$ cat config.mk
export PLATFORM = sky130hd
export DESIGN_NAME = rgb_to_hsv_convert_core
export DESIGN_NICKNAME = d
export VERILOG_FILES = /design/src/rgb2hsv_pkg.sv /design/src/rgb2hsv_front.sv /design/src/rgb2hsv_cell.sv /design/src/rgb_to_hsv_convert_core.sv
export SDC_FILE = /design/constraint.sdc
export NUM_CORES = 2
export LEC_CHECK = 0
export BUFFER_PORTS_ARGS = -buffer_cell sky130_fd_sc_hd__buf_2
export CELL_PAD_IN_SITES_DETAIL_PLACEMENT = 1
export CELL_PAD_IN_SITES_GLOBAL_PLACEMENT = 1
export CORE_ASPECT_RATIO = 2
export CORE_MARGIN = 1
export CORE_UTILIZATION = 26
export CTS_BUF_LIST = sky130_fd_sc_hd__clkbuf_4
export DETAILED_ROUTE_END_ITERATION = 8
export PLACE_DENSITY_LB_ADDON = 0.1
export SLEW_MARGIN = 10
export SYNTH_ARGS = -nofsm -noshare
export SYNTH_HDL_FRONTEND = slang
export SYNTH_HIERARCHICAL = 1
export SYNTH_SLANG_ARGS = --single-unit
export TNS_END_PERCENT = 20
$ cat constraint.sdc
create_clock -name clk -period 2.2 [get_ports clk]
set_input_delay 0.22 -clock clk [delete_from_list [all_inputs] [get_ports clk]]
set_output_delay 0.22 -clock clk [all_outputs]
set_load 0.1 [all_outputs]
$ cat src/rgb2hsv_pkg.sv
// Types and constants for the RGB to HSV conversion core.
// No dependencies; used by every module in src.
package rgb2hsv_pkg;

	localparam int unsigned CompBits  = 8;
	localparam int unsigned FracBits  = 16;
	localparam int unsigned HueDBits  = 11;
	localparam int unsigned CellCount = FracBits;
	localparam int unsigned Latency   = CellCount + 1;

	typedef struct packed {
		logic [CompBits-1:0] red_in;
		logic [CompBits-1:0] green_in;
		logic [CompBits-1:0] blue_in;
	} pixel_t;

	typedef struct packed {
		logic [FracBits-1:0] hue_out;
		logic [FracBits-1:0] sat_out;
		logic [CompBits-1:0] value_out;
	} hsv_t;

	typedef struct packed {
		logic [HueDBits-1:0] hue_rem;
		logic [HueDBits-1:0] hue_den;
		logic [FracBits-1:0] hue_q;
		logic [CompBits-1:0] sat_rem;
		logic [CompBits-1:0] sat_den;
		logic [FracBits-1:0] sat_q;
		logic                sat_full;
		logic [CompBits-1:0] value;
	} div_word_t;

endpackage

$ cat src/rgb2hsv_front.sv
// Front stage: max, min, hue sector and divider operands for one pixel.
// Depends on rgb2hsv_pkg.
module rgb2hsv_front
	import rgb2hsv_pkg::*;
(
	input  logic      clk,
	input  logic      arst_n,
	input  logic      in_valid,
	input  pixel_t    pixel,
	output logic      out_valid,
	output div_word_t out_word
);

	logic [CompBits-1:0] r, g, b, mx, mn, d;
	logic [CompBits:0]   n;
	logic [HueDBits-1:0] kd, d6;
	logic [HueDBits:0]   num;
	div_word_t           word;

	always_comb begin
		r  = pixel.red_in;
		g  = pixel.green_in;
		b  = pixel.blue_in;
		mx = (r > g) ? r : g;
		mx = (mx > b) ? mx : b;
		mn = (r < g) ? r : g;
		mn = (mn < b) ? mn : b;
		d  = mx - mn;
		d6 = ({3'b000, d} << 2) + ({3'b000, d} << 1);
		priority if (r == mx) begin
			n  = {1'b0, g} - {1'b0, b};
			kd = n[CompBits] ? d6 : '0;
		end else if (g == mx) begin
			n  = {1'b0, b} - {1'b0, r};
			kd = {2'b00, d, 1'b0};
		end else begin
			n  = {1'b0, r} - {1'b0, g};
			kd = {1'b0, d, 2'b00};
		end
		num = {{(HueDBits-CompBits){n[CompBits]}}, n} + {1'b0, kd};

		word.hue_rem  = num[HueDBits-1:0];
		word.hue_den  = (d == '0) ? HueDBits'(6) : d6;
		word.hue_q    = '0;
		word.sat_rem  = d;
		word.sat_den  = (mx == '0) ? CompBits'(1) : mx;
		word.sat_q    = '0;
		word.sat_full = (d == mx) && (mx != '0);
		word.value    = mx;
	end

	always_ff @(posedge clk or negedge arst_n) begin
		if (!arst_n) begin
			out_valid <= 1'b0;
		end else begin
			out_valid <= in_valid;
		end
	end

	always_ff @(posedge clk) begin
		if (in_valid) begin
			out_word <= word;
		end
	end

endmodule

$ cat src/rgb2hsv_cell.sv
// Divider cell: one restoring step of both the hue and saturation quotients.
// Depends on rgb2hsv_pkg.
module rgb2hsv_cell
	import rgb2hsv_pkg::*;
(
	input  logic      clk,
	input  logic      arst_n,
	input  logic      in_valid,
	input  div_word_t in_word,
	output logic      out_valid,
	output div_word_t out_word
);

	logic [HueDBits:0]  hue_sh, hue_sub;
	logic [CompBits:0]  sat_sh, sat_sub;
	logic               hue_ge, sat_ge;
	div_word_t          word;

	always_comb begin
		hue_sh  = {in_word.hue_rem, 1'b0};
		hue_sub = hue_sh - {1'b0, in_word.hue_den};
		hue_ge  = hue_sh >= {1'b0, in_word.hue_den};
		sat_sh  = {in_word.sat_rem, 1'b0};
		sat_sub = sat_sh - {1'b0, in_word.sat_den};
		sat_ge  = sat_sh >= {1'b0, in_word.sat_den};

		word         = in_word;
		word.hue_rem = hue_ge ? hue_sub[HueDBits-1:0] : hue_sh[HueDBits-1:0];
		word.hue_q   = {in_word.hue_q[FracBits-2:0], hue_ge};
		word.sat_rem = sat_ge ? sat_sub[CompBits-1:0] : sat_sh[CompBits-1:0];
		word.sat_q   = {in_word.sat_q[FracBits-2:0], sat_ge};
	end

	always_ff @(posedge clk or negedge arst_n) begin
		if (!arst_n) begin
			out_valid <= 1'b0;
		end else begin
			out_valid <= in_valid;
		end
	end

	always_ff @(posedge clk) begin
		if (in_valid) begin
			out_word <= word;
		end
	end

endmodule

$ cat src/rgb_to_hsv_convert_core.sv
// Top level of the RGB to HSV core: front stage followed by a row of divider cells.
// Depends on rgb2hsv_pkg, rgb2hsv_front and rgb2hsv_cell.
//
//   port      dir  word     handshake
//   pixel     in   pixel_t  taken when start is high and busy is low
//   hsv       out  hsv_t    valid for one cycle while done is high
//
// One pixel may be started every clock; busy stays low.
// A result passes through one front stage, then 16 divider cells,
// each producing one quotient bit of hue and of saturation per cycle.
// Reset clears the valid bits of all stages; words in flight are dropped.
// The receiver cannot stall, so no word is ever held back.
module rgb_to_hsv_convert_core
	import rgb2hsv_pkg::*;
(
	input  logic   clk,
	input  logic   arst_n,
	input  logic   start,
	output logic   busy,
	input  pixel_t pixel,
	output logic   done,
	output hsv_t   hsv
);

	logic      stage_v [CellCount+1];
	div_word_t stage_w [CellCount+1];

	assign busy = 1'b0;

	rgb2hsv_front u_front (
		.clk       (clk),
		.arst_n    (arst_n),
		.in_valid  (start),
		.pixel     (pixel),
		.out_valid (stage_v[0]),
		.out_word  (stage_w[0])
	);

	for (genvar i = 0; i < CellCount; i++) begin : g_cell
		rgb2hsv_cell u_cell (
			.clk       (clk),
			.arst_n    (arst_n),
			.in_valid  (stage_v[i]),
			.in_word   (stage_w[i]),
			.out_valid (stage_v[i+1]),
			.out_word  (stage_w[i+1])
		);
	end

	always_comb begin
		done          = stage_v[CellCount];
		hsv.hue_out   = stage_w[CellCount].hue_q;
		hsv.sat_out   = stage_w[CellCount].sat_full ? '1 : stage_w[CellCount].sat_q;
		hsv.value_out = stage_w[CellCount].value;
	end

	a_black_no_sat: assert property (@(posedge clk) disable iff (!arst_n)
		(done && hsv.value_out == '0) |-> (hsv.sat_out == '0))
		else $error("saturation nonzero for black pixel");

	a_hue_rem_bound: assert property (@(posedge clk) disable iff (!arst_n)
		stage_v[CellCount] |-> (stage_w[CellCount].hue_rem < stage_w[CellCount].hue_den))
		else $error("hue remainder out of range");

	a_sat_rem_bound: assert property (@(posedge clk) disable iff (!arst_n)
		(stage_v[0] && !stage_w[0].sat_full) |->
			(stage_w[0].sat_rem < stage_w[0].sat_den))
		else $error("saturation operand out of range");

	a_done_follows: assert property (@(posedge clk) disable iff (!arst_n)
		done |-> $past(stage_v[CellCount-1]))
		else $error("done without word in last cell");

endmodule
==> flow_summary_export.csv <==
group,metric,value,unit
worst_setup_path,path_class,"in2reg",
finish,multi_input_area,0.02319,mm^2
worst_setup_path,startpoint_type,"input pin",
route,drc_errors,0,
worst_setup_path,slowest_delay,0.36,ns
global_route,grt_antenna_before_repair,5,
global_route,grt_max_degree,73,
global_route,grt_pass1_wl,244700,um
worst_setup_path,cpMostUsedCell,"ha_1",
placement,dpl_cell_area,0.06710,mm^2
timing,slew_headroom,41.11,%
clocking,numCtsBuffers,269,
placement,dp_slack,-4.943,ns
timing,fin_skew,0.07344,ns
finish,drive_gt1_share,43.24,%
floorplanning,core,0.2049,mm^2
pwr,ir_drop,637.8,uV
floorplanning,die_y,644.6,um
route,viasPerCell,4.432,
timing,hold_viol,0,
worst_setup_path,timing.rr.end,"g_cell[0].u_cell/out_word[69]",
floorplanning,die-area,0.2084,mm^2
pwr,total_power,105.3,mW
timing,tightest_slew,0.8780,ns
logic_synthesis,mappedNetlistNets,4603,
run,drv_cap,0,
placement,dp_hpwl,133800,um
pwr,leakagePower,30.51,nW
pwr,power.density,1400,mW/mm^2
placement,dp.cells,8080,
timing,setup_violations,335,
worst_hold_path,hold_end,"u_front/out_word[69]",
timing,finalCritPeriodShare,251.7,%
floorplanning,fp-row-count,235,
global_route,use_met1,8.245,%
route,drt_iter0_drc,792,
worst_setup_path,path_max_fanout,6,
finish,final_cell_mix,"buf_4 (1,247), edfxtp_1 (1,032), clkbuf_4 (399)",
worst_setup_path,r2r_cells,7,
finish,fin_nets,6205,
global_route,grt-ovfl-total,0,
route,num_vias,38502,
finish,fill_cells,22163,
clocking,htree_levels,5,
placement,io_buffers,67,
worst_setup_path,crit_slowest_cell,"a211oi_4",
clocking,clk_pin_slew,0.06,ns
timing,slew_viol_final,0,
worst_setup_path,cp.arrival,6.31,ns
logic_synthesis,netlist_area,0.05369,mm^2
finish,stdcell_count,8687,
clocking,root_buffer,"clkbuf_4",
worst_hold_path,hold_class,"in2reg",
finish,seqCellArea,0.03144,mm^2
global_route,grt.total_usage,15.82,%
clocking,cts_tree,"done",
status,status,"complete, but fails checks",
finish,post-route-util,36.69,%
worst_setup_path,end_kind,"flip-flop",
timing,period_needed,5.538,ns
status,violations,"negative setup slack",
clocking,clk_latency,1.06,ns
floorplanning,die_x,323.3,um
floorplanning,initial_core_util,26.20,%
logic_synthesis,syn_inst,4169,
global_route,first_global_vias,44352,
worst_hold_path,hp-start,"pixel[9]",
logic_synthesis,synth.avg_cell_area,12.88,um^2
worst_hold_path,hold_depth,6,
route,wl_per_cell,19.01,um
timing,setup_slack,-3.338,ns
placement,gp_congestion,0.8666,
route,ant_nets,0,
global_route,top_usage_layer,"met2",
timing,fmaxAchievable,0.1806,GHz
route,wirelength,165100,um
route,firstDrtPassIters,4,
floorplanning,pin_count,69,
global_route,grt_use_met3,2.256,%
global_route,grt_use_met2,38.33,%
clocking,cts_max_path_buffers,4,
finish,fin_area,0.07519,mm^2
logic_synthesis,ys_warn_count,6,
worst_setup_path,cp_data_required_time,2.97,ns
finish,final_common_cell,"buf_4",
finish,synthToLayoutAreaGrowth,40.04,%
worst_setup_path,ff2ff_setup_slack,-0.34,ns
clocking,cts_num_sinks,1049,
worst_setup_path,reg2reg_from,"u_front/out_word[58]",
timing,rsz0062_at_grt,"yes",
## layout make-up
type	instances	share of cell area, %
diodes	7	0.02330
clock buffers	399	3.984
clock inverters	56	0.4693
inverters	428	2.220
multi-input cells	2550	30.84
flip-flops and latches	1049	41.82
well taps	2725	4.535
repair buffers	1473	16.11
## per-stage QoR
step,setup TNS [ns],hold slack (ns)
detailed placement,-235.57,0.2925
floorplan,-136.52,-0.07559
CTS,-140.19,-0.03957
global placement,-222.76,0.3121
global route,-143.73,0.03360
finish,-114.78,0.1147
## timing repair
action	in CTS	in global routing
resized for setup	449	311
hold endpoints to repair	70	0
hold buffers	8	0
endpoints found under the setup margin	379	374
pin swaps	163	139
setup buffers	79	72
gates cloned	4	2
## flip-flops by register name, indices dropped and copies added (netlist names)
| name | flops |
|---|---|
| g_cell.u_cell/out_valid | 16 |
| g_cell.u_cell/out_word | 986 |
| u_front/out_valid | 1 |
| u_front/out_word | 46 |
## layer usage
layer  vias up  routed length, um
li1      18573                  -
met1     18783              34790
met2       688             113100
met3       458               4240
met4         0              13030
met5         -                  0
## critical path, delay by kind of cell
kind / cells / cell delay (ns)
AOI/OAI and AO/OA: 15 / 2.69
buffers and inverters: 6 / 0.59
and+or+nand+nor: 4 / 0.35
muxes: 2 / 0.56
xor gates and xnor gates: 2 / 0.42
adders and majority gates: 5 / 1.49
## power breakdown
part           switching [mW]  internal [mW]  total, mW
logic                    28.0           30.4       58.4
registers                2.12           27.8       29.9
clock network            8.12           8.85       17.0
total                    38.2           67.1        105
## worst max path at each step
stage                     slack (ns)  startpoint  cells after the start              endpoint
final                          -3.34   pixel[10]                     34  u_front/out_word[78]
after global routing           -3.48   pixel[15]                     33  u_front/out_word[78]
after CTS                      -3.30   pixel[10]                     32  u_front/out_word[78]
after detailed placement       -4.94   pixel[15]                     36  u_front/out_word[78]
after global placement         -4.78   pixel[15]                     36  u_front/out_word[78]
after floorplan                -4.34   pixel[15]                     31  u_front/out_word[78]
Note: power is estimated with default switching activity, not from simulation.
